==> src/hdl/chdg_pkg.sv <==
// Shared widths, types and the CORDIC arctangent table of the compass heading averager.
package chdg_pkg;

  localparam int unsigned MAG_W       = 18;
  localparam int unsigned OFS_W       = 15;
  localparam int unsigned SUM_W       = 22;
  localparam int unsigned CNT_W       = 4;
  localparam int unsigned HDG_W       = 15;
  localparam int unsigned SAMPLES_DEF = 3;

  // CORDIC datapath: 30 fraction bits on top of the sums, room for the gain
  localparam int unsigned STEPS  = 23;
  localparam int unsigned FRAC_W = 30;
  localparam int unsigned DP_W   = 55;
  localparam int unsigned Z_W    = 31;

  localparam logic signed [Z_W-1:0] HALF_TURN   = 31'sd188743680;  // 180 deg, 2^-20 deg units
  localparam int                    HDG_MAX     = 11520;
  localparam int unsigned           ROUND_SH    = 14;
  localparam int                    ROUND_BIAS  = 8192;

  localparam int unsigned FIFO_DEPTH = 2;

  // APB register map
  localparam int unsigned PADDR_W   = 3;
  localparam int unsigned PDATA_W   = 32;
  localparam int unsigned REG_IDX_W = 1;
  localparam logic [REG_IDX_W-1:0] REG_OFFSET_X = 1'b0;
  localparam logic [REG_IDX_W-1:0] REG_OFFSET_Y = 1'b1;

  localparam logic signed [OFS_W-1:0] OFFSET_X_RST = 15'sd768;
  localparam logic signed [OFS_W-1:0] OFFSET_Y_RST = -15'sd160;

  typedef struct packed {
    logic signed [SUM_W-1:0] sum_x;
    logic signed [SUM_W-1:0] sum_y;
  } sums_t;

  typedef struct packed {
    logic full;
    logic empty;
  } fifo_stat_t;

  // atan(2^-i) in 2^-20 degree units, rounded to nearest
  function automatic logic signed [Z_W-1:0] atan_entry(input int unsigned idx);
    logic signed [Z_W-1:0] val;
    case (idx)
      0:       val = 31'sd47185920;
      1:       val = 31'sd27855475;
      2:       val = 31'sd14718068;
      3:       val = 31'sd7471121;
      4:       val = 31'sd3750058;
      5:       val = 31'sd1876857;
      6:       val = 31'sd938658;
      7:       val = 31'sd469357;
      8:       val = 31'sd234682;
      9:       val = 31'sd117342;
      10:      val = 31'sd58671;
      11:      val = 31'sd29335;
      12:      val = 31'sd14668;
      13:      val = 31'sd7334;
      14:      val = 31'sd3667;
      15:      val = 31'sd1833;
      16:      val = 31'sd917;
      17:      val = 31'sd458;
      18:      val = 31'sd229;
      19:      val = 31'sd115;
      20:      val = 31'sd57;
      21:      val = 31'sd29;
      22:      val = 31'sd14;
      default: val = '0;
    endcase
    return val;
  endfunction

endpackage

==> src/hdl/chdg_front.sv <==
// Front end: hard-iron correction and group accumulation of magnetometer samples.
module chdg_front
  import chdg_pkg::*;
#(
  parameter int unsigned SAMPLES = SAMPLES_DEF
) (
  input  logic                    clk_i,
  input  logic                    rst_ni,
  input  logic                    in_valid_i,
  output logic                    in_ready_o,
  input  logic signed [MAG_W-1:0] mag_x_i,
  input  logic signed [MAG_W-1:0] mag_y_i,
  input  logic signed [OFS_W-1:0] offset_x_i,
  input  logic signed [OFS_W-1:0] offset_y_i,
  input  logic                    fifo_full_i,
  output logic                    push_o,
  output sums_t                   sums_o
);

  localparam logic [CNT_W-1:0] LAST = CNT_W'(SAMPLES - 1);

  logic                    accept;
  logic                    last;
  logic [CNT_W-1:0]        cnt_q, cnt_d;
  logic signed [SUM_W-1:0] sum_x_q, sum_x_d;
  logic signed [SUM_W-1:0] sum_y_q, sum_y_d;
  logic signed [SUM_W-1:0] cx, cy;

  assign in_ready_o = !fifo_full_i;
  assign accept     = in_valid_i && in_ready_o;
  assign last       = (cnt_q == LAST);

  // sums wrap in SUM_W bits
  assign cx      = SUM_W'(mag_x_i) + SUM_W'(offset_x_i);
  assign cy      = SUM_W'(mag_y_i) + SUM_W'(offset_y_i);
  assign sum_x_d = sum_x_q + cx;
  assign sum_y_d = sum_y_q + cy;
  assign cnt_d   = cnt_q + CNT_W'(1);

  assign push_o       = accept && last;
  assign sums_o.sum_x = sum_x_d;
  assign sums_o.sum_y = sum_y_d;

  always_ff @(posedge clk_i or negedge rst_ni) begin
    if (!rst_ni) begin
      cnt_q   <= '0;
      sum_x_q <= '0;
      sum_y_q <= '0;
    end else if (accept) begin
      if (last) begin
        cnt_q   <= '0;
        sum_x_q <= '0;
        sum_y_q <= '0;
      end else begin
        cnt_q   <= cnt_d;
        sum_x_q <= sum_x_d;
        sum_y_q <= sum_y_d;
      end
    end
  end

endmodule

==> config.mk <==
export PLATFORM = sky130hd
export DESIGN_NAME = chdg_front
export DESIGN_NICKNAME = d
export VERILOG_FILES = /design/src/hdl/chdg_pkg.sv /design/src/hdl/chdg_front.sv
export SDC_FILE = /design/constraint.sdc
export NUM_CORES = 1
export LEC_CHECK = 0
export ABC_CLOCK_PERIOD_IN_PS = 3030
export BUFFER_PORTS_ARGS = -buffer_cell sky130_fd_sc_hd__buf_4
export CAP_MARGIN = 10
export CORE_AREA = 2 2 121 123
export CTS_BUF_LIST = sky130_fd_sc_hd__clkbuf_4
export DETAILED_ROUTE_END_ITERATION = 12
export DIE_AREA = 0 0 123 125
export PLACE_DENSITY = 0.64
export SYNTH_ARGS = -nofsm -noshare
export SYNTH_HDL_FRONTEND = slang
export SYNTH_SLANG_ARGS = --single-unit
==> constraint.sdc <==
create_clock -name clk_i -period 3.03 [get_ports clk_i]
set_clock_uncertainty 0.15 [all_clocks]
set_input_delay 0.303 -clock clk_i [delete_from_list [all_inputs] [get_ports clk_i]]
set_output_delay 0.303 -clock clk_i [all_outputs]
set_load 0.1 [all_outputs]
# After elaboration in Yosys (flattened, before gate mapping)
# Cells that the tools add are included.
# Widths: inputs -> output; s select.
[op_classes]
add_sub_neg = 5
n_eq_ne = 1
n_mux = 3
n_reduce_logical = 3
[ops]
columns = ["operator", "n"]
rows = [
  ["$add 22x19->22", 2],
  ["$mux 22", 2],
  ["$add 18x15->19", 2],
  ["$add 4x1->4 const B", 1],
  ["$eq 4x2->1 const B", 1],
  ["$mux 4", 1],
  ["$logic_and 1x1->1", 2],
  ["$logic_not 1->1", 1],
]
[word_totals]
register_bits = 48
input_bits = 70

# Logic depth before layout (Yosys ltp)
# Gate-level depths: netlist (run 1).
[depth]
word_depth = 3
ltp_mapped = 12

# Worst setup path before layout (run 1)
# No wires, ideal clock.
[synth_path]
path_type = "register to output"
from = "reg sum_y_q[1]"
to = "out sums_o[21] (netlist bit)"
arrival_ps = 4177
required_ps = 2577
setup_slack_ps = -1600
path_stages_with_launch = 11
n_path_buf = 0
path_cell_list = "dfrtp_1 > fa_1 > ha_1 > fa_1 > a21o_1 > a311o_1 > a31oi_4 > o21a_1 > o21ai_1 > xnor2_1 > xnor2_1"
[synth_lines]
columns = ["element", "line", "source"]
rows = [
  ["start, declared", "chdg_front.sv:26", "logic signed [SUM_W-1:0] sum_y_q, sum_y_d;"],
  ["start signal, assigned", "chdg_front.sv:57", "sum_y_q <= sum_y_d;"],
  ["end, declared", "chdg_front.sv:17", "output sums_t sums_o"],
]

==> flow_metrics.py, run 1 <==
metrics = {
    "outcome": {
        "status": "finished with violations",
        "violations": "negative setup slack",
    },
    "sta": {
        "tightest_slew_ns": 0.705,
        "finalWorstSetupSlack_ns": -0.942,
        "whs_ns": 0.224,
        "fin_crit_ns": 3.97,
        "rsz0062_at_grt": "yes",
        "slew_headroom_pct": 53.0,
        "min_period_over_period_pct": 131,
        "drv_slew": 0,
        "setup_viol": 51,
        "finalHoldViolCount": 0,
        "max_freq_mhz": 252,
    },
    "clock_tree": {
        "cts_buffers": 5,
        "clockBufferDepth": 2,
        "cts_tree": "yes",
        "cts_max_level": 2,
        "clockRootBuffer": "clkbuf_4",
        "clk_latency_ns": 0.41,
        "cts_sinks": 48,
        "clkTransAtPathRegs_ns": 0.17,
    },
    "yosys": {
        "async_flop_share_pct": 100,
        "syn-num-nets": 643,
        "syn-cell-area_um2": 4840,
        "yosys_warnings": 0,
        "synthCells": 487,
        "synth_top_area_share_pct": 24.8,
        "synth_edf_count": 0,
        "avgSynthCellArea_um2": 9.94,
        "yosysTopAreaCell": "dfrtp_1",
        "synth_flop_cell": "dfrtp_1",
        "synthTopCellsByArea": "dfrtp_1 25%, fa_1 18%, ha_1 11%, xnor2_1 5.2%, a22o_1 4.2%",
        "ys_seq_area_share_pct": 24.8,
        "ys_ff_latch": 48,
        "synth_cell_types": 60,
    },
    "global_routing": {
        "grt_antenna_before_repair": 0,
        "gr-usage-all-layers_pct": 21.6,
        "grt_pass1_vias": 5510,
        "grt_pass1_wl_um": 26600,
        "grt_max_degree": 49,
        "grt_overflow": 0,
    },
    "worst_hold_path": {
        "holdPathEnd": "sum_x_q[9]",
        "hold_class": "input pin to register",
        "min_from": "in_valid_i",
        "min_path_cells": 5,
    },
    "critical_path": {
        "arrival_ns": 3.52,
        "endpoint_kind": "output pin",
        "worstReg2RegStart": "sum_y_q[1]",
        "critPathKind": "register to output pin",
        "ff2ff_path_depth": 15,
        "cp.required_ns": 2.58,
        "r2r-end": "sum_y_q[15]",
        "startpoint": "sum_y_q[1]",
        "critPathLaunchType": "register",
        "r2r_slack_ns": -0.41,
        "crit_fanout": 3,
    },
    "placed_design": {
        "dpl.hpwl_um": 11900,
        "place_inst": 916,
        "port_buffers": 115,
        "gp_congestion": 0.851,
    },
    "cells_and_area": {
        "nNetsFinal": 937,
        "syn2layout_area_growth_pct": 89.2,
        "fin_util_pct": 64.4,
        "drive_gt1_share_pct": 56.5,
        "diodes": 0,
        "fillers": 1070,
        "fin_cells": 966,
    },
    "detailed_routing": {
        "routed_wl_um": 16300,
        "remaining_drc_errors": 0,
        "post_drt_wl_per_cell_um": 16.9,
        "dr.pass1.iters": 4,
        "drt_iter0_drc": 171,
        "viasPerCell": 5.09,
        "vias": 4918,
        "antenna_left": 0,
    },
    "die": {
        "fp.dieH_um": 125,
        "die_width_um": 123,
        "die_area_um2": 15400,
        "num_rows": 44,
        "initial_core_util_pct": 34.1,
        "io_pins": 116,
        "core_um2": 14200,
    },
    "flow_run": {
        "max_cap_viol_count": 0,
    },
}
-- flip-flops by register name (all words and copies together), names as in the netlist --
name / cells
cnt_q: 4
sum_x_q: 22
sum_y_q: 22
-- kinds of logic (layout without fill, tap and decap cells) --
| kind of cell | after synthesis | after routing | synth area share (%) |
|---|---|---|---|
| DFF | 48 | 48 | 24.8 |
| and+or+nand+nor | 127 | 127 | 12.7 |
| buffers and inverters | 39 | 334 | 3.83 |
| AOI/OAI and AO/OA | 144 | 144 | 21.8 |
| adders and majority gates | 86 | 86 | 29.1 |
| xor gates and xnor gates | 43 | 43 | 7.78 |
-- critical path, cell delays in order, from the launching register on --
cell	delay [ns]
dfrtp_1	0.44
fa_1	0.47
ha_2	0.21
fa_2	0.34
a21o_1	0.18
a311o_1	0.31
a31oi_4	0.22
buf_6	0.14
o211ai_4	0.10
a221oi_4	0.32
xnor2_4	0.17
buf_12	0.19
-- stage by stage --
step | setup slack [ns] | TNS [ns] | cell area, µm²
after floorplan | -0.595 | -13.33 | 5670
after global placement | -0.627 | -11.35 | 7780
after detailed placement | -0.651 | -12.26 | 7780
after CTS | -0.940 | -21.15 | 8800
after global routing | -1.08 | -29.07 | 9150
final | -0.942 | -22.85 | 9150
-- Yosys cell counts, types with 4 or more instances --
| cell | count |
|---|---|
| a22o_1 | 23 |
| a31o_2 | 9 |
| o21a_1 | 6 |
| inv_1 | 18 |
| nand3_1 | 23 |
| a21o_1 | 14 |
| nand2b_1 | 4 |
| a31oi_1 | 7 |
| nor2b_1 | 10 |
| buf_4 | 4 |
| o21bai_1 | 5 |
| nand2_1 | 44 |
| ha_1 | 42 |
| nand4_1 | 9 |
| fa_1 | 44 |
| dfrtp_1 | 48 |
| a21oi_1 | 32 |
| xor2_1 | 14 |
| a211oi_1 | 4 |
| clkbuf_1 | 10 |
| xnor2_1 | 29 |
| o21ai_0 | 19 |
| nor2_1 | 22 |
-- layer usage --
layer  global-route usage [%]  up-vias  wire length, µm
met4                     5.61        0              407
met1                     26.2     2430             6600
li1                         -     2332                -
met3                     3.47       33              634
met5                        0        -                0
met2                     39.5      123             8670
-- area by class of cell --
type                    instances  area [µm²]  area share (%)
multi-input cells             400        4700            51.4
repair buffers                308        2870            31.3
clock buffers                   6        45.0           0.492
well taps                     184         230            2.52
inverters                      18        67.6           0.738
clock inverters                 2        35.0           0.383
flip-flops and latches         48        1200            13.1
-- worst max-delay path by stage --
stage | slack, ns | cells after the start | end
floorplan | -0.59 | 10 | sums_o[21]
global placement | -0.63 | 12 | sums_o[19]
detailed placement | -0.65 | 12 | sums_o[43]
CTS | -0.94 | 11 | sums_o[19]
global route | -1.08 | 12 | sums_o[43]
finish | -0.94 | 11 | sums_o[19]
-- cell usage in the layout (no fill, tap or decap), types with 12 or more instances in the layout --
master   instances
buf_4          234
dfrtp_1         48
nand2_1         42
fa_1            42
buf_6           41
buf_12          32
ha_1            24
a22o_1          23
nand3_1         21
a21oi_1         20
xnor2_4         20
nor2_1          18
inv_1           17
o21ai_0         15
a21o_1          13
ha_4            12
-- repair_timing --
action                                  4_1_cts  5_1_grt
pin swaps                                    62       47
hold buffers                                  1        0
endpoints found under the setup margin       49       55
resized for setup                           166       37
setup buffers                                21       32
hold endpoints to repair                     48        0
Power of run 1 is not shown: default switching activity piles up to over one toggle a cycle in this logic, so the estimate is an artifact.
==> inputs of run 2 (changes only) <==
--- a/config.mk
+++ b/config.mk
@@ -7,3 +7,3 @@
 export LEC_CHECK = 0
-export ABC_CLOCK_PERIOD_IN_PS = 3030
+export ABC_CLOCK_PERIOD_IN_PS = 3950
 export BUFFER_PORTS_ARGS = -buffer_cell sky130_fd_sc_hd__buf_4
@@ -14,3 +14,3 @@
 export DIE_AREA = 0 0 123 125
-export PLACE_DENSITY = 0.64
+export PLACE_DENSITY = 0.62
 export SYNTH_ARGS = -nofsm -noshare
==> constraint.sdc (replaced) <==
create_clock -name clk_i -period 3.95 [get_ports clk_i]
set_clock_uncertainty 0.15 [all_clocks]
set_input_delay 0.9875 -clock clk_i [delete_from_list [all_inputs] [get_ports clk_i]]
set_output_delay 0.9875 -clock clk_i [all_outputs]
set_load 0.1 [all_outputs]
==> flow_metrics.py, run 2 (synthesis gave the netlist of run 1 again) <==
metrics = {
    "placed_design": {
        "place_inst": 900,
        "dpl.hpwl_um": 11700,
        "port_buffers": 115,
        "gp_congestion": 0.885,
    },
    "sta": {
        "slew_headroom_pct": 53.0,
        "min_period_over_period_pct": 123,
        "tightest_slew_ns": 0.706,
        "finalHoldViolCount": 0,
        "setup_viol": 34,
        "fin_crit_ns": 4.87,
        "rsz0062_at_grt": "yes",
        "finalWorstSetupSlack_ns": -0.921,
        "drv_slew": 0,
        "max_freq_mhz": 205,
    },
    "global_routing": {
        "grt_busiest_layer": "met2",
        "grt_pass1_vias": 5358,
        "grt_antenna_before_repair": 0,
        "grtUsageMet1_pct": 26.8,
        "grt_pass1_wl_um": 26300,
        "grt_max_degree": 49,
        "grt_overflow": 0,
        "gr-usage-all-layers_pct": 21.6,
        "gr-usage-met2_pct": 38.4,
        "grtUsageMet3_pct": 3.83,
    },
    "critical_path": {
        "crit_fanout": 3,
        "critPathLaunchType": "input pin",
        "critPathSlowestCell": "fa_1",
        "cpPeakStageDelay_ns": 0.47,
        "arrival_ns": 3.73,
        "cp_num_buf_inv": 2,
        "endpoint_kind": "output pin",
        "crit_chain": "buf_6 > fa_1 > ha_2 > fa_2 > a21o_1 > a311o_1 > a31oi_4 > o21a_1 > o21ai_2 > xnor2_2 > xnor2_4 > buf_12",
        "cp.required_ns": 2.81,
        "critPathKind": "input pin to output pin",
        "path_delay_family": "adder cells",
    },
    "die": {
        "initial_core_util_pct": 34.1,
        "core_um2": 14200,
        "num_rows": 44,
        "die_width_um": 123,
        "io_pins": 116,
        "fp.dieH_um": 125,
        "die_area_um2": 15400,
    },
    "detailed_routing": {
        "dr.pass1.iters": 6,
        "vias": 4845,
        "antenna_left": 0,
        "remaining_drc_errors": 0,
        "routed_wl_um": 15900,
        "post_drt_wl_per_cell_um": 16.9,
        "drt_iter0_drc": 139,
        "viasPerCell": 5.13,
    },
    "clock_tree": {
        "clockRootBuffer": "clkbuf_4",
        "cts_tree": "yes",
        "cts_sinks": 48,
        "cts_buffers": 5,
        "clkTransAtPathRegs_ns": 0.17,
        "clockBufferDepth": 2,
        "clk_latency_ns": 0.43,
        "cts_max_level": 2,
    },
    "cells_and_area": {
        "reg.largest.list": "sum_x_q: 22 flops, sum_y_q: 22 flops, cnt_q: 4 flops",
        "drive_gt1_share_pct": 56.8,
        "syn2layout_area_growth_pct": 90.5,
        "diodes": 0,
        "layout_commonest_cell": "buf_4",
        "layout_common_cells": "205 x buf_4, 48 x dfrtp_1, 42 x nand2_1, 42 x buf_6, 39 x buf_12",
        "fin_util_pct": 64.9,
        "nNetsFinal": 915,
        "fin_cells": 944,
    },
    "outcome": {
        "violations": "negative setup slack",
        "status": "finished with violations",
    },
    "worst_hold_path": {
        "hold_class": "register to register",
    },
    "flow_run": {
        "max_cap_viol_count": 0,
    },
}
-- run 2: changes by cell type in the layout (fill, tap and decap cells not counted), moves of 6 or more --
cell     before  now
a21oi_2       3    9
buf_12       32   39
buf_4       234  205
fa_1         42   36
fa_2          2    8
ha_4         12   18
-- run 2: layer usage --
metal  vias up  wire [µm]
met5         -          0
met4         0        229
met3        19        700
met2       123       8480
met1      2410       6500
li1       2293          -
-- run 2: layout make-up --
type,count,area [µm²]
clock buffer,5,37.5
clock inverter,3,42.5
fill,1084,4990
inverter,18,67.6
multi-input combinational,400,4850
sequential,48,1200
tap,184,230
timing repair buffer,286,2790
-- run 2: path summary, 6_finish.rpt --
path	start	end	slack [ns]	cells past startpoint
max	mag_y_i[1]	sums_o[21]	-0.92	12
min	sum_y_q[15]	sum_y_q[15]	0.36	2
max reg2reg	sum_x_q[1]	sum_x_q[21]	0.45	15
min reg2reg	sum_y_q[15]	sum_y_q[15]	0.36	2
max in group asynchronous	rst_ni	sum_x_q[1]	2.75	1
min in group asynchronous	rst_ni	sum_x_q[11]	0.43	1
-- run 2: what timing repair did --
action	4_1_cts	5_1_grt
pin swaps	48	45
gates resized for setup	167	43
setup buffers	34	15
setup endpoints to repair	36	38
hold buffers	0	0
-- run 2: tightest hold or removal path: stages (launching register included) --
cell and delay (ns):
dfrtp_1 0.39, nand2_1 0.05, nand2_1 0.05
-- run 2: stage by stage --
stage,hold WS (ns),setup TNS (ns),worst slack (ns),area [µm²]
final,0.362,-19.34,-0.921,9220
after global placement,0.324,-24.08,-1.10,7860
after floorplan,0.309,-18.54,-1.01,5860
after CTS,0.364,-19.78,-0.907,8950
after detailed placement,0.329,-25.04,-1.13,7860
after global routing,0.386,-21.78,-1.02,9220
Power of run 2 is left out for the same reason.
