**src/hdl/chdg_pkg.sv**
```systemverilog
// Shared widths, types and the CORDIC arctangent table of the compass heading averager.
package chdg_pkg;

  localparam int unsigned MAG_W       = 18;
  localparam int unsigned OFS_W       = 15;
  localparam int unsigned SUM_W       = 22;
  localparam int unsigned CNT_W       = 4;
  localparam int unsigned HDG_W       = 15;
  localparam int unsigned SAMPLES_DEF = 3;

  // CORDIC datapath: 30 fraction bits on top of the sums, room for the gain
  localparam int unsigned STEPS  = 23;
  localparam int unsigned FRAC_W = 30;
  localparam int unsigned DP_W   = 55;
  localparam int unsigned Z_W    = 31;

  localparam logic signed [Z_W-1:0] HALF_TURN   = 31'sd188743680;  // 180 deg, 2^-20 deg units
  localparam int                    HDG_MAX     = 11520;
  localparam int unsigned           ROUND_SH    = 14;
  localparam int                    ROUND_BIAS  = 8192;

  localparam int unsigned FIFO_DEPTH = 2;

  // APB register map
  localparam int unsigned PADDR_W   = 3;
  localparam int unsigned PDATA_W   = 32;
  localparam int unsigned REG_IDX_W = 1;
  localparam logic [REG_IDX_W-1:0] REG_OFFSET_X = 1'b0;
  localparam logic [REG_IDX_W-1:0] REG_OFFSET_Y = 1'b1;

  localparam logic signed [OFS_W-1:0] OFFSET_X_RST = 15'sd768;
  localparam logic signed [OFS_W-1:0] OFFSET_Y_RST = -15'sd160;

  typedef struct packed {
    logic signed [SUM_W-1:0] sum_x;
    logic signed [SUM_W-1:0] sum_y;
  } sums_t;

  typedef struct packed {
    logic full;
    logic empty;
  } fifo_stat_t;

  // atan(2^-i) in 2^-20 degree units, rounded to nearest
  function automatic logic signed [Z_W-1:0] atan_entry(input int unsigned idx);
    logic signed [Z_W-1:0] val;
    case (idx)
      0:       val = 31'sd47185920;
      1:       val = 31'sd27855475;
      2:       val = 31'sd14718068;
      3:       val = 31'sd7471121;
      4:       val = 31'sd3750058;
      5:       val = 31'sd1876857;
      6:       val = 31'sd938658;
      7:       val = 31'sd469357;
      8:       val = 31'sd234682;
      9:       val = 31'sd117342;
      10:      val = 31'sd58671;
      11:      val = 31'sd29335;
      12:      val = 31'sd14668;
      13:      val = 31'sd7334;
      14:      val = 31'sd3667;
      15:      val = 31'sd1833;
      16:      val = 31'sd917;
      17:      val = 31'sd458;
      18:      val = 31'sd229;
      19:      val = 31'sd115;
      20:      val = 31'sd57;
      21:      val = 31'sd29;
      22:      val = 31'sd14;
      default: val = '0;
    endcase
    return val;
  endfunction

endpackage

```
**src/hdl/chdg_fifo.sv**
```systemverilog
// Short queue of completed group sums between the front end and the CORDIC.
module chdg_fifo
  import chdg_pkg::*;
(
  input  logic       clk_i,
  input  logic       rst_ni,
  input  logic       push_i,
  input  sums_t      data_i,
  input  logic       pop_i,
  output sums_t      data_o,
  output fifo_stat_t stat_o
);

  localparam int unsigned PTR_W  = (FIFO_DEPTH > 1) ? $clog2(FIFO_DEPTH) : 1;
  localparam int unsigned FCNT_W = $clog2(FIFO_DEPTH + 1);
  localparam logic [PTR_W-1:0]  PTR_LAST = PTR_W'(FIFO_DEPTH - 1);
  localparam logic [FCNT_W-1:0] CNT_FULL = FCNT_W'(FIFO_DEPTH);

  sums_t              mem_q [FIFO_DEPTH];
  logic [PTR_W-1:0]   wr_ptr_q, rd_ptr_q;
  logic [FCNT_W-1:0]  cnt_q;
  logic               do_push, do_pop;

  assign stat_o.full  = (cnt_q == CNT_FULL);
  assign stat_o.empty = (cnt_q == '0);
  assign do_push      = push_i && !stat_o.full;
  assign do_pop       = pop_i && !stat_o.empty;
  assign data_o       = mem_q[rd_ptr_q];

  always_ff @(posedge clk_i) begin
    if (do_push) begin
      mem_q[wr_ptr_q] <= data_i;
    end
  end

  always_ff @(posedge clk_i or negedge rst_ni) begin
    if (!rst_ni) begin
      wr_ptr_q <= '0;
      rd_ptr_q <= '0;
      cnt_q    <= '0;
    end else begin
      if (do_push) begin
        wr_ptr_q <= (wr_ptr_q == PTR_LAST) ? '0 : wr_ptr_q + PTR_W'(1);
      end
      if (do_pop) begin
        rd_ptr_q <= (rd_ptr_q == PTR_LAST) ? '0 : rd_ptr_q + PTR_W'(1);
      end
      if (do_push && !do_pop) begin
        cnt_q <= cnt_q + FCNT_W'(1);
      end else if (do_pop && !do_push) begin
        cnt_q <= cnt_q - FCNT_W'(1);
      end
    end
  end

endmodule

```
**config.mk**
```make
export PLATFORM = sky130hd
export DESIGN_NAME = chdg_fifo
export DESIGN_NICKNAME = d
export VERILOG_FILES = /design/src/hdl/chdg_pkg.sv /design/src/hdl/chdg_fifo.sv
export SDC_FILE = /design/constraint.sdc
export NUM_CORES = 1
export LEC_CHECK = 0
export BUFFER_PORTS_ARGS = -buffer_cell sky130_fd_sc_hd__buf_2
export CORE_ASPECT_RATIO = 1.1
export CORE_UTILIZATION = 35
export CTS_CLUSTER_DIAMETER = 150
export CTS_CLUSTER_SIZE = 28
export DETAILED_ROUTE_END_ITERATION = 7
export SYNTH_ARGS = -nofsm -noshare
export SYNTH_HDL_FRONTEND = slang
export SYNTH_SLANG_ARGS = --single-unit
```
**constraint.sdc**
```tcl
create_clock -name clk_i -period 4.5 [get_ports clk_i]
set_input_delay 0.225 -clock clk_i [delete_from_list [all_inputs] [get_ports clk_i]]
set_output_delay 0.225 -clock clk_i [all_outputs]
set_load 0.1 [all_outputs]
```
# Word level (Yosys, flattened, before mapping)
# Memory sizes are Yosys's and may differ from the RTL's.
# Index checks and enable logic that the tools add are counted.
dict set report op_classes {
  n_addsub 4
  eq_ne 1
  muxes 6
  n_reduce_logical 10
}
# operator count
set ops {}
lappend ops {{logical AND 1 bit} 4}
lappend ops {{logical NOT 1 bit} 4}
lappend ops {{2-to-1 mux 1 bit} 4}
lappend ops {{2-to-1 mux 2 bit} 2}
lappend ops {{adder 1 bit, second input constant} 2}
lappend ops {{adder 2 x 1 -> 2 bit, second input constant} 1}
lappend ops {{== test 2 bit, second input constant} 1}
lappend ops {{logical NOT 2 bit} 1}
lappend ops {{nonzero test 2 bit} 1}
lappend ops {{subtractor 2 x 1 -> 2 bit, second input constant} 1}
dict set report totals {
  regBits 4
  ram_bits 88
  inputBits 48
  out_inout_bits 46
  wordCells 25
  n_memories 1
}
# name words word_bits rd rd_ports_with_merged_regs wr line_no
set memory_table {}
lappend memory_table {mem_q 2 44 1 0 1 chdg_fifo.sv:19} ;# sums_t mem_q [FIFO_DEPTH];

# Logic depth before layout (Yosys ltp)
# Gate-level depths: netlist of run 1.
dict set report depth {
  word_depth 7
  depth_mapped 7
  ltp_nobuf 7
}

# Worst setup path before layout of run 1
# OpenSTA, ideal clock, no wires.
dict set report synth_timing {
  path_kind {reg-to-reg}
  from {register cnt_q[0]}
  to {memory mem_q[0][0] in the netlist's numbering (enable)}
  setup_ns 0.445
  arrival_time_ns 2.499
  required_ns 4.055
  path_slack_ns 1.555
  path_stages_with_launch 4
  path_buffers 0
  period_less_slack_ns 2.945
  path_cell_list {dfrtp_1 nand2b_1 nand2_1 nor2_1}
}
dict set report synth_between {
  elab_chain_len 5
}
# item line_no
set synth_lines {}
lappend synth_lines {{start: declaration} chdg_fifo.sv:21} ;# logic [FCNT_W-1:0] cnt_q;
lappend synth_lines {{start signal: assignment} chdg_fifo.sv:49} ;# cnt_q <= cnt_q + FCNT_W'(1);
lappend synth_lines {{start signal: assignment} chdg_fifo.sv:51} ;# cnt_q <= cnt_q - FCNT_W'(1);
lappend synth_lines {{== test 2 bit} chdg_fifo.sv:24} ;# assign stat_o.full = (cnt_q == CNT_FULL);
lappend synth_lines {{logical NOT 1 bit} chdg_fifo.sv:26} ;# assign do_push = push_i && !stat_o.full;
lappend synth_lines {{logical AND 1 bit} chdg_fifo.sv:26}
lappend synth_lines {{2-to-1 mux 1 bit} chdg_fifo.sv:31} ;# if (do_push) begin
lappend synth_lines {{2-to-1 mux 1 bit (not written as such)} chdg_fifo.sv:32} ;# mem_q[wr_ptr_q] <= data_i;
lappend synth_lines {{end: declaration} chdg_fifo.sv:19}
# No other way between the ends.

==> results.py, run 1 <==
metrics = {
    "timing": {
        "finalHoldViolations": 0,
        "setup_viol": 0,
        "skew_ns": 0.00917,
        "tightest_slew_ns": 1.06,
        "drv_slew": 0,
        "post-route-period-util_pct": 58.3,
        "period_needed_ns": 2.62,
        "max_freq_ghz": 0.381,
        "rsz0062_at_grt": "no",
        "whs_ns": 0.0527,
        "relSlewSlack_pct": 29.1,
        "tns_ns": 0,
        "fin_ws_ns": 1.88,
    },
    "floorplan": {
        "coreArea_um2": 9890,
        "die_w_um": 98.3,
        "row_count": 38,
        "ios": 94,
        "initial_utilization_pct": 36.1,
        "die_y_um": 108,
        "dieArea_um2": 10600,
    },
    "synthesis": {
        "yosysSeqAreaShare_pct": 76.8,
        "avgSynthCellArea_um2": 22.9,
        "synth_edf_count": 88,
        "synth_cell_types": 15,
        "yosys_warnings": 0,
        "synth.most_common_cell": "edfxtp_1",
        "ys.flop_type": "edfxtp_1",
        "yosys.area.top_type": "edfxtp_1",
        "ys_async_sr_fraction_pct": 4.35,
        "synthTopCellsByArea": "edfxtp_1, mux2_4, dfrtp_1",
        "syn_nets": 205,
        "yosysTopAreaCellShare_pct": 74.0,
        "synth_seq_cells": 92,
        "synthCells": 156,
        "syn_area_um2": 3570,
        "synth_common_cells": "edfxtp_1, mux2_4, mux2_2, buf_12, dfrtp_1",
    },
    "cts": {
        "insertion_delay_ns": 0.35,
        "clock_path_buffers": 2,
        "cts_tree": "yes",
        "ctsHoldBuffers": 1,
        "cts_root_buf": "clkbuf_8",
        "htreeDepth": 3,
        "post_cts_buffers": 0,
        "clock_sinks": 92,
        "postCtsResizedCells": 0,
        "cts_buffers": 9,
        "clk_pin_slew_ns": 0.10,
    },
    "worst_setup_path": {
        "worstPathRequired_ns": 4.28,
        "crit_path_end_kind": "output pin",
        "worstSetupStartpointType": "flop",
        "critPathArrivalTime_ns": 2.40,
        "crit_type": "reg -> out",
        "crit_path_max_fanout": 27,
    },
    "global_routing": {
        "overflow": 0,
        "antenna_found_initial": 0,
        "grt_max_degree": 45,
        "track_usage_pct": 11.8,
        "grt_pass1_wl_mm": 9.20,
        "grt_pass1_vias": 1800,
    },
    "place": {
        "dp_hpwl_mm": 3.97,
        "numPortBuffers": 93,
        "placedInstanceArea_um2": 4120,
        "gp_congestion": 0.654,
        "dp_slack_ns": 2.22,
    },
    "final_layout": {
        "drive_above_1_share_pct": 59.7,
        "fin_area_um2": 4330,
        "nets": 307,
        "synthToLayoutAreaGrowth_pct": 21.2,
        "n_antenna_cell": 0,
    },
    "routing": {
        "routedWlPerCell_um": 15.7,
        "vias": 1725,
        "wirelength_mm": 6.02,
        "ant_nets": 0,
        "via_per_inst": 4.50,
        "drcViolationCount": 7,
        "dr.pass1.iters": 8,
        "drt-initial-drc-count": 56,
    },
    "run_status": {
        "violations": "DRC",
        "status": "finished, violations left",
    },
    "hold_path": {
        "hold_class": "in -> reg",
    },
    "flow_run": {
        "drv_cap": 0,
    },
}
-- logic make-up (layout without fill, tap and decap cells) --
family	count (synthesis)	count (layout)	synth area share, %
and+or+nand+nor	6	6	0.771
adders and majority gates	1	1	0.350
xor gates and xnor gates	5	5	1.23
AOI/OAI and AO/OA	1	1	0.140
muxes	44	44	18.0
DFF	92	92	76.8
buffers and inverters	7	114	2.77
-- area by class of cell --
class | instances | area, um^2
Clock buffer | 10 | 128
Clock inverter | 6 | 71.3
Fill cell | 897 | 5560
Inverter | 2 | 7.51
Multi-Input combinational cell | 57 | 739
Sequential cell | 92 | 2740
Tap cell | 120 | 150
Timing Repair Buffer | 96 | 490
-- layout by cell type (no fill, tap or decap) --
cell / count
nand2_1: 1
o21ai_1: 1
dfrtp_1: 3
buf_4: 2
bufinv_16: 1
dlygate4sd3_1: 1
mux2_4: 39
dfrtp_2: 1
clkinv_4: 1
nand2b_1: 1
edfxtp_1: 88
inv_6: 2
clkbuf_8: 9
nor2_1: 2
and3_2: 1
buf_2: 93
nor2_4: 1
xor2_1: 2
xnor2_1: 3
ha_1: 1
clkbuf_1: 1
mux2_2: 5
clkinvlp_4: 2
inv_1: 2
-- per-stage QoR --
step / instances / utilization [%]
floorplan: 156 / -
global placement: 366 / 41.7
detailed placement: 366 / 41.7
CTS: 383 / 43.8
global route: 383 / 43.8
finish: 383 / 43.8
-- worst max-delay path, stage by stage, from the launching register on --
cell     delay [ns]
dfrtp_2        0.93
buf_4          0.47
mux2_4         0.22
buf_2          0.42
-- final timing paths --
| path | start | end | slack, ns | depth (start not counted) |
|---|---|---|---|---|
| setup / recovery | rd_ptr_q | data_o[36] | 1.88 | 3 |
| hold / removal | data_i[43] | mem_q[0][43] | 0.05 | 1 |
| setup reg to reg | cnt_q[0] | mem_q[0][7] | 2.41 | 4 |
| hold reg to reg | cnt_q[1] | cnt_q[1] | 0.54 | 1 |
| max in group asynchronous | rst_ni | rd_ptr_q | 4.16 | 2 |
| min in group asynchronous | rst_ni | cnt_q[1] | 0.19 | 2 |
-- registers in the layout, indices dropped and copies added (netlist names) --
signal    flops
wr_ptr_q      1
rd_ptr_q      1
cnt_q         2
mem_q        88
-- metal layers --
layer | vias to the layer above | wire, um | track usage [%] | share of wire [%]
li1 | 807 | - | - | -
met1 | 835 | 2620 | 13.9 | 43
met2 | 74 | 2840 | 19.5 | 47
met3 | 9 | 466 | 4.27 | 7.7
met4 | 0 | 95 | 5.12 | 1.6
met5 | - | 0 | 0 | 0
Power of run 1 is left out: the tool's default activity adds up to more than one toggle a clock period on the data nets, which glitch-free logic cannot reach.
==> run 2: changes to the inputs <==
==> constraint.sdc (replaced) <==
create_clock -name clk_i -period 2.67 [get_ports clk_i]
set_input_delay 0.1335 -clock clk_i [delete_from_list [all_inputs] [get_ports clk_i]]
set_output_delay 0.1335 -clock clk_i [all_outputs]
set_load 0.1 [all_outputs]
==> run 2 against run 1 <==
The run still ends with DRC left. Global-route usage up 0.60 points. Core utilization up 4.9 points. Critical path type unchanged. Cell area up 11%. Highest routed layer unchanged. Sequential share of layout area down 6.4 points.
==> results.py, run 2 (synthesized netlist as in run 1, its figures left out) <==
metrics = {
    "run_status": {
        "status": "finished, violations left",
        "violations": "DRC",
    },
    "final_layout": {
        "final_cell_mix": "buf_2, edfxtp_1, dlygate4sd3_1, mux2_4, clkbuf_8",
        "multiInputGateArea_um2": 739,
        "layout.cells.non_filler": 428,
        "largest_reg_flops": 88,
        "drive_above_1_share_pct": 51.6,
        "fillers": 833,
        "reg_top3": "mem_q: 88 flops, cnt_q: 2 flops",
        "synthToLayoutAreaGrowth_pct": 34.8,
        "largest_register": "mem_q",
        "seqCellArea_um2": 2740,
        "nets": 352,
        "post-route-util_pct": 48.7,
        "n_antenna_cell": 0,
        "final_common_cell": "buf_2",
        "fin_area_um2": 4820,
    },
    "cts": {
        "ctsHoldBuffers": 45,
        "clock_path_buffers": 2,
        "post_cts_buffers": 0,
        "clock_sinks": 92,
        "clk_pin_slew_ns": 0.09,
        "htreeDepth": 3,
        "cts_root_buf": "clkbuf_8",
        "postCtsResizedCells": 0,
        "cts_tree": "yes",
        "insertion_delay_ns": 0.35,
        "cts_buffers": 9,
    },
    "flow_run": {
        "drv_cap": 0,
    },
    "floorplan": {
        "row_count": 38,
        "ios": 94,
        "die_y_um": 108,
        "die_w_um": 98.3,
        "coreArea_um2": 9890,
        "initial_utilization_pct": 36.1,
        "dieArea_um2": 10600,
    },
    "timing": {
        "setup_viol": 0,
        "finalHoldViolations": 0,
        "drv_slew": 0,
        "post-route-period-util_pct": 77.9,
        "skew_ns": 0.00914,
        "tns_ns": 0,
        "tightest_slew_ns": 0.618,
        "relSlewSlack_pct": 58.8,
        "max_freq_ghz": 0.481,
        "rsz0062_at_grt": "no",
        "period_needed_ns": 2.08,
    },
    "worst_setup_path": {
        "crit_path_max_fanout": 35,
        "crit_type": "reg -> out",
        "worstSetupStartpointType": "flop",
        "crit_path_end_kind": "output pin",
        "critPathArrivalTime_ns": 1.95,
        "worstPathRequired_ns": 2.54,
    },
    "place": {
        "placedInstanceArea_um2": 4140,
        "gp_congestion": 0.635,
        "numPortBuffers": 93,
        "dp_hpwl_mm": 3.78,
        "place_inst": 367,
    },
    "global_routing": {
        "antenna_found_initial": 0,
        "overflow": 0,
        "track_usage_pct": 12.4,
        "grt_max_degree": 45,
        "grt_pass1_wl_mm": 9.51,
        "grt_pass1_vias": 1886,
    },
    "hold_path": {
        "hold_class": "in -> async",
    },
    "routing": {
        "via_per_inst": 4.49,
        "wirelength_mm": 6.29,
        "dr.pass1.iters": 6,
        "ant_nets": 0,
        "drt-initial-drc-count": 76,
        "routedWlPerCell_um": 14.7,
        "drcViolationCount": 8,
        "vias": 1921,
    },
}
==> run 2: cell types whose count changed in the layout (fill, tap and decap cells not counted) <==
cell           change
inv_6              -1
dlygate4sd3_1     +44
bufinv_16          +1
clkbuf_1           -1
clkinvlp_4         +1
buf_12             +1
==> run 2: final timing paths <==
| kind | startpoint | endpoint | slack [ns] | depth (start not counted) |
|---|---|---|---|---|
| min reg2reg | cnt_q[1] | cnt_q[1] | 0.53 | 1 |
| max in group asynchronous | rst_ni | rd_ptr_q | 2.41 | 2 |
| min | rst_ni | cnt_q[1] | 0.11 | 2 |
| min in group clk_i | pop_i | rd_ptr_q | 0.14 | 3 |
| max reg2reg | cnt_q[0] | mem_q[0][26] | 0.93 | 4 |
| max | rd_ptr_q | data_o[26] | 0.59 | 3 |
==> run 2: worst max-delay path: stages, from the launching register on <==
cell and delay, ns:
dfrtp_2 0.60, buf_12 0.32, mux2_2 0.37, buf_2 0.29
==> run 2: cell type report <==
class                      instances  area share, %
tap                              120           3.12
inverter                           2          0.156
clock inverter                     7           2.08
timing repair buffer             141           19.7
multi-input combinational         57           15.4
sequential                        92           57.0
clock buffer                       9           2.57
==> run 2: through the flow <==
stage               hold slack, ns  worst slack (ns)
floorplan                   -0.162             0.455
global placement           -0.0501             0.966
detailed placement         -0.0504             0.915
CTS                         0.0833             0.544
global route                0.0964             0.487
finish                       0.109             0.591
==> run 2: per-layer routing <==
metal	GRT usage (%)	vias to the layer above	routed length, um
met5	0	-	0
met4	8.64	0	162
met3	2.65	11	335
met2	20.9	65	3170
met1	14.2	948	2610
li1	-	897	-
Power of run 2 is left out for the same reason.
==> run 3: changes to the inputs <==
==> constraint.sdc (replaced) <==
create_clock -name clk_i -period 1.99 [get_ports clk_i]
set_input_delay 0.0995 -clock clk_i [delete_from_list [all_inputs] [get_ports clk_i]]
set_output_delay 0.0995 -clock clk_i [all_outputs]
set_load 0.1 [all_outputs]
==> run 3 against run 2 <==
The flow still finishes with violations (DRC). Clock skew down 0.0016 ns. Hold slack worse by 0.029 ns. Global-route usage down 0.46 points. Critical path type unchanged. Final cell count up 0.70%. Non-clock buffer count up 3. Sequential share of layout area down 0.44 points. Clock-buffer cell count unchanged. Sequential cell count unchanged.
==> results.py, run 3 (synthesized netlist as in run 1, its figures left out) <==
metrics = {
    "floorplan": {
        "coreArea_um2": 9890,
        "dieArea_um2": 10600,
        "ios": 94,
        "initial_utilization_pct": 36.1,
        "die_w_um": 98.3,
        "row_count": 38,
        "die_y_um": 108,
    },
    "place": {
        "gp_congestion": 0.661,
        "dp_hpwl_mm": 3.90,
        "numPortBuffers": 93,
        "place_inst": 370,
    },
    "cts": {
        "clk_pin_slew_ns": 0.09,
        "clock_path_buffers": 2,
        "cts_root_buf": "clkbuf_8",
        "insertion_delay_ns": 0.35,
        "htreeDepth": 3,
        "postCtsResizedCells": 0,
        "cts_buffers": 9,
        "clock_sinks": 92,
        "cts_tree": "yes",
    },
    "worst_setup_path": {
        "crit_chain": "buf_12, mux2_2, buf_2",
        "crit_path_end_kind": "output pin",
        "reg2reg_depth": 7,
        "regToRegStartpoint": "cnt_q[0]",
        "cp_slowest_cell": "dfrtp_2",
        "crit_type": "reg -> out",
        "rrSetupSlack_ns": 0.43,
        "crit_path_max_fanout": 31,
        "worst-path-buf-inv": 2,
        "worstSetupStartpointType": "flop",
        "slowest_delay_ns": 0.39,
        "crit_family": "buffers and inverters",
        "worstPathRequired_ns": 1.89,
        "regToRegEndpoint": "cnt_q[1]",
        "critPathArrivalTime_ns": 1.66,
    },
    "final_layout": {
        "synthToLayoutAreaGrowth_pct": 35.9,
        "largest_register": "mem_q",
        "n_antenna_cell": 0,
        "final_common_cell": "buf_2",
        "multiInputGateArea_um2": 739,
        "reg_top3": "mem_q: 88 flops, cnt_q: 2 flops",
        "nets": 355,
        "fillers": 855,
        "drive_above_1_share_pct": 51.8,
        "final_cell_mix": "buf_2, edfxtp_1, dlygate4sd3_1, mux2_4, clkbuf_8",
        "seqCellArea_um2": 2740,
        "layout.cells.non_filler": 431,
        "largest_reg_flops": 88,
    },
    "timing": {
        "finalHoldViolations": 0,
        "period_needed_ns": 1.76,
        "skew_ns": 0.00758,
        "relSlewSlack_pct": 66.2,
        "whs_ns": 0.0797,
        "rsz0062_at_grt": "no",
        "drv_slew": 0,
        "setup_viol": 0,
        "post-route-period-util_pct": 88.5,
        "tightest_slew_ns": 0.510,
        "tns_ns": 0,
        "max_freq_ghz": 0.568,
    },
    "routing": {
        "ant_nets": 0,
        "routedWlPerCell_um": 14.2,
        "vias": 1885,
        "drcViolationCount": 6,
        "dr.pass1.iters": 7,
        "drt-initial-drc-count": 52,
        "via_per_inst": 4.37,
        "wirelength_mm": 6.13,
    },
    "global_routing": {
        "grt_pass1_wl_mm": 9.31,
        "overflow": 0,
        "track_usage_pct": 11.9,
        "grt_pass1_vias": 1933,
        "antenna_found_initial": 0,
        "grt_max_degree": 32,
    },
    "flow_run": {
        "drv_cap": 0,
    },
    "hold_path": {
        "hold_class": "in -> async",
    },
    "run_status": {
        "status": "finished, violations left",
        "violations": "DRC",
    },
}
-- run 3: how the worst max path moves through the flow --
stage             start          end  slack, ns  cells past startpoint
6_report       rd_ptr_q   data_o[28]       0.23                      3
5_1_grt        rd_ptr_q    data_o[3]       0.15                      3
4_1_cts        rd_ptr_q   data_o[16]       0.17                      3
3_5_place_dp   cnt_q[0]  mem_q[0][7]       0.44                      4
3_3_place_gp   cnt_q[0]  mem_q[0][5]       0.48                      4
2_1_floorplan  cnt_q[0]    stat_o[0]       0.20                      1
-- run 3: timing repair --
item                                   4_1_cts  5_1_grt
hold buffers                                45        0
setup buffers                                0        0
endpoints found under the hold margin       92        0
-- run 3: cell type report --
type | instances | share of cell area (%)
sequential | 92 | 56.5
tap | 120 | 3.09
inverter | 2 | 0.155
timing repair buffer | 144 | 20.1
clock buffer | 9 | 2.55
multi-input combinational | 57 | 15.2
clock inverter | 7 | 2.37
-- run 3: metrics by stage --
stage          utilization (%)  setup WS [ns]  area [um^2]
2_1_floorplan                -          0.203         3580
3_5_place_dp              42.1          0.440         4160
4_1_cts                   49.1          0.174         4850
5_1_grt                   49.1          0.149         4850
3_3_place_gp              42.1          0.481         4160
6_report                  49.1          0.229         4850
-- run 3: per-layer routing --
| metal | vias up | global-route usage [%] | wire length, um |
|---|---|---|---|
| met5 | - | 0 | 0 |
| met4 | 0 | 5.76 | 113 |
| met3 | 10 | 4.20 | 358 |
| met2 | 58 | 20.5 | 3120 |
| met1 | 915 | 13.3 | 2540 |
| li1 | 902 | - | - |
-- run 3: worst register-to-register path: stages, from the launching register on --
cell and delay, ns:
dfrtp_1 0.44, nand2b_1 0.20, nand2_1 0.17, inv_1 0.07, ha_1 0.20, xor2_1 0.14, nor2_1 0.12, xor2_1 0.15
Power of run 3 is left out for the same reason.
